$ cat src/rtl/core/tops_pkg.sv
`timescale 1ns / 1ps
// ----------------------------------------------------------------------------
// tops_pkg
// shared types, constants and arithmetic helpers of the turn-then-offset
// pose solver
// ----------------------------------------------------------------------------
package tops_pkg;

    localparam int CORDIC_STEPS = 16;
    localparam int CORDIC_LAT   = CORDIC_STEPS + 2;
    localparam int DIV_QB       = 33;
    localparam int DIV_LAT      = DIV_QB + 2;

    localparam logic signed [33:0] CORDIC_START = 34'sd652032874;
    localparam logic signed [33:0] ONE_Q30      = 34'sd1073741824;
    localparam logic [15:0]        HALF_TURN    = 16'h8000;

    localparam logic [1:0] REG_TURN_RADIUS   = 2'd0;
    localparam logic [1:0] REG_BUMPER_OFFSET = 2'd1;
    localparam logic [1:0] REG_SINE_TOL      = 2'd2;

    localparam logic [30:0] TURN_RADIUS_RST   = 31'd65536;
    localparam logic [30:0] BUMPER_OFFSET_RST = 31'd32768;
    localparam logic [14:0] SINE_TOL_RST      = 15'd1;

    typedef struct packed {
        logic signed [31:0] car_x;
        logic signed [31:0] car_y;
        logic signed [15:0] car_heading;
        logic signed [31:0] goal_x;
        logic signed [31:0] goal_y;
        logic signed [15:0] goal_heading;
        logic signed [15:0] bumper_heading;
    } in_t;

    typedef struct packed {
        logic signed [31:0] bumper_final_x;
        logic signed [31:0] bumper_final_y;
        logic signed [31:0] robot_final_x;
        logic signed [31:0] robot_final_y;
        logic               used_projection;
        logic               saturated;
    } out_t;

    typedef struct packed {
        logic               clip;
        logic signed [31:0] val;
    } sat32_t;

    typedef struct packed {
        logic               clip;
        logic signed [32:0] val;
    } sat33_t;

    function automatic logic [31:0] atan_turn(input int idx);
        logic [31:0] r;
        case (idx)
            0:       r = 32'd536870912;
            1:       r = 32'd316933406;
            2:       r = 32'd167458907;
            3:       r = 32'd85004756;
            4:       r = 32'd42667331;
            5:       r = 32'd21354465;
            6:       r = 32'd10679838;
            7:       r = 32'd5340245;
            8:       r = 32'd2670163;
            9:       r = 32'd1335087;
            10:      r = 32'd667544;
            11:      r = 32'd333772;
            12:      r = 32'd166886;
            13:      r = 32'd83443;
            14:      r = 32'd41722;
            15:      r = 32'd20861;
            16:      r = 32'd10430;
            17:      r = 32'd5215;
            18:      r = 32'd2608;
            19:      r = 32'd1304;
            20:      r = 32'd652;
            21:      r = 32'd326;
            22:      r = 32'd163;
            23:      r = 32'd81;
            default: r = 32'd0;
        endcase
        return r;
    endfunction

    // floor((v + 2^29) / 2^30)
    function automatic logic signed [34:0] rnd_q30(input logic signed [64:0] v);
        logic signed [64:0] s;
        s = (v + 65'sd536870912) >>> 30;
        return s[34:0];
    endfunction

    function automatic sat32_t sat32(input logic signed [35:0] v);
        sat32_t r;
        r.clip = 1'b0;
        r.val  = v[31:0];
        if (v > 36'sd2147483647)
        begin
            r.clip = 1'b1;
            r.val  = 32'sh7FFFFFFF;
        end
        else if (v < -36'sd2147483648)
        begin
            r.clip = 1'b1;
            r.val  = 32'sh80000000;
        end
        return r;
    endfunction

    function automatic sat33_t sat33(input logic signed [34:0] v);
        sat33_t r;
        r.clip = 1'b0;
        r.val  = v[32:0];
        if (v > 35'sd4294967295)
        begin
            r.clip = 1'b1;
            r.val  = 33'sh0FFFFFFFF;
        end
        else if (v < -35'sd4294967296)
        begin
            r.clip = 1'b1;
            r.val  = 33'sh100000000;
        end
        return r;
    endfunction

endpackage

$ cat src/rtl/core/tops_cordic.sv
`timescale 1ns / 1ps
// ----------------------------------------------------------------------------
// tops_cordic
// pipelined rotation-mode cordic, one stage per iteration, gives cosine and
// sine in q2.30 of a 32-bit turn angle
// ----------------------------------------------------------------------------
module tops_cordic (
    input  logic               clk,
    input  logic               en,
    input  logic [31:0]        angle,
    output logic signed [31:0] cos_q,
    output logic signed [31:0] sin_q
);

    typedef struct packed {
        logic signed [33:0] x;
        logic signed [33:0] y;
        logic signed [33:0] z;
        logic               neg;
    } cs_t;

    cs_t st_reg  [0:tops_pkg::CORDIC_STEPS];
    cs_t st_next [0:tops_pkg::CORDIC_STEPS];
    logic signed [31:0] cos_reg, cos_next;
    logic signed [31:0] sin_reg, sin_next;

    always_comb
    begin
        logic signed [33:0] z0;
        logic signed [33:0] xc;
        logic signed [33:0] yc;
        logic signed [33:0] at;
        z0 = 34'($signed(angle));
        st_next[0].x   = tops_pkg::CORDIC_START;
        st_next[0].y   = '0;
        st_next[0].z   = z0;
        st_next[0].neg = 1'b0;
        // fold into a quarter turn either side
        if (z0 > 34'sd1073741824)
        begin
            st_next[0].z   = z0 - 34'sd2147483648;
            st_next[0].neg = 1'b1;
        end
        else if (z0 < -34'sd1073741824)
        begin
            st_next[0].z   = z0 + 34'sd2147483648;
            st_next[0].neg = 1'b1;
        end
        for (int i = 0; i < tops_pkg::CORDIC_STEPS; i++)
        begin
            at = $signed({2'b00, tops_pkg::atan_turn(i)});
            st_next[i + 1].neg = st_reg[i].neg;
            if (!st_reg[i].z[33])
            begin
                st_next[i + 1].x = st_reg[i].x - (st_reg[i].y >>> i);
                st_next[i + 1].y = st_reg[i].y + (st_reg[i].x >>> i);
                st_next[i + 1].z = st_reg[i].z - at;
            end
            else
            begin
                st_next[i + 1].x = st_reg[i].x + (st_reg[i].y >>> i);
                st_next[i + 1].y = st_reg[i].y - (st_reg[i].x >>> i);
                st_next[i + 1].z = st_reg[i].z + at;
            end
        end
        xc = st_reg[tops_pkg::CORDIC_STEPS].x;
        yc = st_reg[tops_pkg::CORDIC_STEPS].y;
        if (xc > tops_pkg::ONE_Q30)
            xc = tops_pkg::ONE_Q30;
        if (xc < -tops_pkg::ONE_Q30)
            xc = -tops_pkg::ONE_Q30;
        if (yc > tops_pkg::ONE_Q30)
            yc = tops_pkg::ONE_Q30;
        if (yc < -tops_pkg::ONE_Q30)
            yc = -tops_pkg::ONE_Q30;
        if (st_reg[tops_pkg::CORDIC_STEPS].neg)
        begin
            xc = -xc;
            yc = -yc;
        end
        cos_next = xc[31:0];
        sin_next = yc[31:0];
    end

    always_ff @(posedge clk)
    begin
        if (en)
        begin
            for (int i = 0; i <= tops_pkg::CORDIC_STEPS; i++)
                st_reg[i] <= st_next[i];
            cos_reg <= cos_next;
            sin_reg <= sin_next;
        end
    end

    assign cos_q = cos_reg;
    assign sin_q = sin_reg;

endmodule

$ cat config.mk
export PLATFORM = sky130hd
export DESIGN_NAME = tops_cordic
export DESIGN_NICKNAME = d
export VERILOG_FILES = /design/src/rtl/core/tops_pkg.sv /design/src/rtl/core/tops_cordic.sv
export SDC_FILE = /design/constraint.sdc
export NUM_CORES = 2
export LEC_CHECK = 0
export BUFFER_PORTS_ARGS = -buffer_cell sky130_fd_sc_hd__buf_4
export CORE_UTILIZATION = 40
export CTS_CLUSTER_DIAMETER = 50
export DETAILED_ROUTE_END_ITERATION = 8
export HOLD_SLACK_MARGIN = 0.02
export PLACE_DENSITY = 0.53
export RECOVER_POWER = 25
export SLEW_MARGIN = 25
export SYNTH_ARGS = -nofsm -noshare
export SYNTH_HDL_FRONTEND = slang
export SYNTH_SLANG_ARGS = --single-unit
$ cat constraint.sdc
create_clock -name clk -period 7.6 [get_ports clk]
set_input_delay 0 -clock clk [delete_from_list [all_inputs] [get_ports clk]]
set_output_delay 0 -clock clk [all_outputs]
set_load 0.01 [all_outputs]
==> impl_metrics.env <==
export IMPL_status="finished, violations left"
export IMPL_failed_checks="max-capacitance violations, max-slew violations"
export IMPL_grt_use_total=0.216
export IMPL_drive_above_1_share=0.0491
export IMPL_synth_edff_count=1585
export IMPL_worstPathArrival_ns=6.66
export IMPL_synth_largest_area_cell="edfxtp_1"
export IMPL_synth_avg_cell_area_um2=9.75
export IMPL_required_ns=8.20
export IMPL_min_path_type="input port to flip-flop"
export IMPL_die_area_um2=322000
export IMPL_r2r_start="st_reg[8][71]"
export IMPL_cts_sinks=1585
export IMPL_htree_levels=4
export IMPL_path_max_fanout=117
export IMPL_final_cell_area_um2=143000
export IMPL_grt_pass1_vias=95710
export IMPL_grt_pass1_wl_um=553000
export IMPL_synth_cell_type_count=101
export IMPL_syn_area_um2=128000
export IMPL_critical_path_cell_chain="dlygate4sd3_1 -> clkdlybuf4s25_1 -> buf_4 -> buf_12"
export IMPL_crit_path_start_kind="input port"
export IMPL_rsz0062_at_grt="false"
export IMPL_ioPinCount=98
export IMPL_ant_nets=0
export IMPL_firstDrtPassIters=8
export IMPL_synthTopCellsByCount="edfxtp_1 (1585), a21oi_1 (1396), ha_1 (1395)"
export IMPL_whs_endpoint="st_reg[0][0]"
export IMPL_synthTopCellsByArea="edfxtp_1 (37%), ha_1 (14%), xnor2_1 (8.3%)"
export IMPL_synth_warnings=0
export IMPL_syn_to_final_growth_pct=11.3
export IMPL_setup_viol=0
export IMPL_largest_register_ffs=1521
export IMPL_worstSetupPathType="input port to flip-flop"
export IMPL_critPathCaptureType="flip-flop"
export IMPL_cts_buffers=242
export IMPL_tns_ns=0
export IMPL_syn_inst=13136
export IMPL_coreArea_um2=318000
export IMPL_fin_skew_ns=0.0682
export IMPL_synth_ff_type="edfxtp_1"
export IMPL_rows=207
export IMPL_min_from="angle[31]"
export IMPL_drv_cap=2
export IMPL_synth_seq_cells=1585
export IMPL_viasPerCell=5.61
export IMPL_cts_clk_slew_worst_paths_ns=0.06
export IMPL_min_period_ns=6.06
export IMPL_post_synth_top_count_cell="edfxtp_1"
export IMPL_clock_path_buffers=4
export IMPL_wl_um=360000
export IMPL_slew_violations=145
export IMPL_synthArstFlopShare=0
export IMPL_grt_start_max_net_pins=178
export IMPL_syn_nets=14610
export IMPL_rr_worst_depth=13
export IMPL_cts_tree="yes"
export IMPL_ys_seq_area_frac=0.372
export IMPL_fin_nets=14898
export IMPL_drcViolationCount=0
export IMPL_worst_path_largest_cell_delay_ns=4.42
export IMPL_max_freq_mhz=165
export IMPL_timing_rr_end="cos_q[22]"
export IMPL_worst_slew_pin_slew_ns=6.37
export IMPL_antenna_found_initial=13
export IMPL_post_cts_resized=0
export IMPL_r2r_slack_ns=1.84
export IMPL_die_w_um=568
export IMPL_clk_latency_ns=0.97
export IMPL_first_iter_violations=7339
export IMPL_synth_top_area_share=0.372
export IMPL_start_util=0.402
export IMPL_numPortBuffers=97
export IMPL_min_path_cells=3
export IMPL_slew_headroom=-3.25
export IMPL_cts_root_buf="clkbuf_16"
export IMPL_finalCritPeriodShare=0.797
export IMPL_placed_area_um2=134000
export IMPL_finalHoldViolCount=0
export IMPL_gp_congestion=0.924
export IMPL_num_vias=100068
export IMPL_fp_dieH_um=568
export IMPL_hold_ws_ns=0.121
export IMPL_overflow=0
export IMPL_dp_hpwl_um=287000
export IMPL_slowest_stage="clkdlybuf4s25_1"
export IMPL_drt_wirelength_per_cell_um=20.2
==> placed cells by master, fill, tap and decap left out, drive strengths merged, types with 139 or more instances in the layout <==
| cell type | instances |
|---|---|
| nand2 | 635 |
| clkbuf | 358 |
| nand3 | 216 |
| nor2b | 156 |
| nor2 | 1203 |
| o21ai | 596 |
| inv | 651 |
| edfxtp | 1585 |
| a21oi | 1397 |
| o21a | 233 |
| nor3 | 360 |
| xnor2 | 1209 |
| xor2 | 670 |
| nand2b | 242 |
| ha | 1395 |
| a31oi | 150 |
| a211oi | 139 |
| a21o | 593 |
| o21bai | 139 |
==> logic make-up after synthesis <==
group	count (synthesis)	synth area share
and+or+nand+nor	3468	0.131
AOI/OAI and AO/OA	3863	0.192
muxes	125	0.0104
xor gates and xnor gates	1879	0.129
DFF	1585	0.372
buffers and inverters	776	0.0228
adders and majority gates	1440	0.143
==> worst max-delay path by stage <==
stage | start | endpoint | slack (ns) | cells after the start
6_report | en | st_reg[1][107] | 1.54 | 4
5_1_grt | en | st_reg[7][11] | 0.98 | 4
4_1_cts | st_reg[2][180] | st_reg[3][67] | 1.90 | 19
3_5_place_dp | st_reg[2][180] | st_reg[3][67] | 1.99 | 19
3_3_place_gp | st_reg[5][45] | st_reg[5][205] | 2.03 | 21
2_1_floorplan | st_reg[5][45] | st_reg[5][205] | 2.71 | 21
==> stage by stage <==
stage	worst slack, ns	utilization	instances
floorplan	2.71	-	13136
global placement	2.03	0.421	17294
detailed placement	1.99	0.421	17294
CTS	1.90	0.449	17813
global route	0.980	0.448	17819
finish	1.54	0.448	17823
==> critical path, delay by kind of cell <==
kind	cells	cell delay, ns
buf+inv	4	6.25
==> area by class of cell <==
type / instances / area [µm²]
Fill cell: 29987 / 176000
Multi-Input combinational cell: 10775 / 77600
Sequential cell: 1585 / 47600
Clock buffer: 265 / 6210
Tap cell: 4180 / 5230
Inverter: 589 / 2210
Clock inverter: 189 / 1970
Timing Repair Buffer: 231 / 1720
Antenna cell: 9 / 22.5
==> repair_timing <==
item                       4_1_cts  5_1_grt
hold buffers                    65        0
setup endpoints to repair        0        0
hold endpoints to repair       343        0
setup buffers                    0        0
==> metal layers <==
metal	GRT usage	wire, µm	up-vias
met2	0.348	162000	2247
met1	0.302	171000	47864
met3	0.0283	17800	488
met5	0	25	-
met4	0.0583	9600	4
li1	-	-	49465
Power is not shown: default switching activity piles up to over one toggle a cycle in this logic, so the estimate is an artifact.
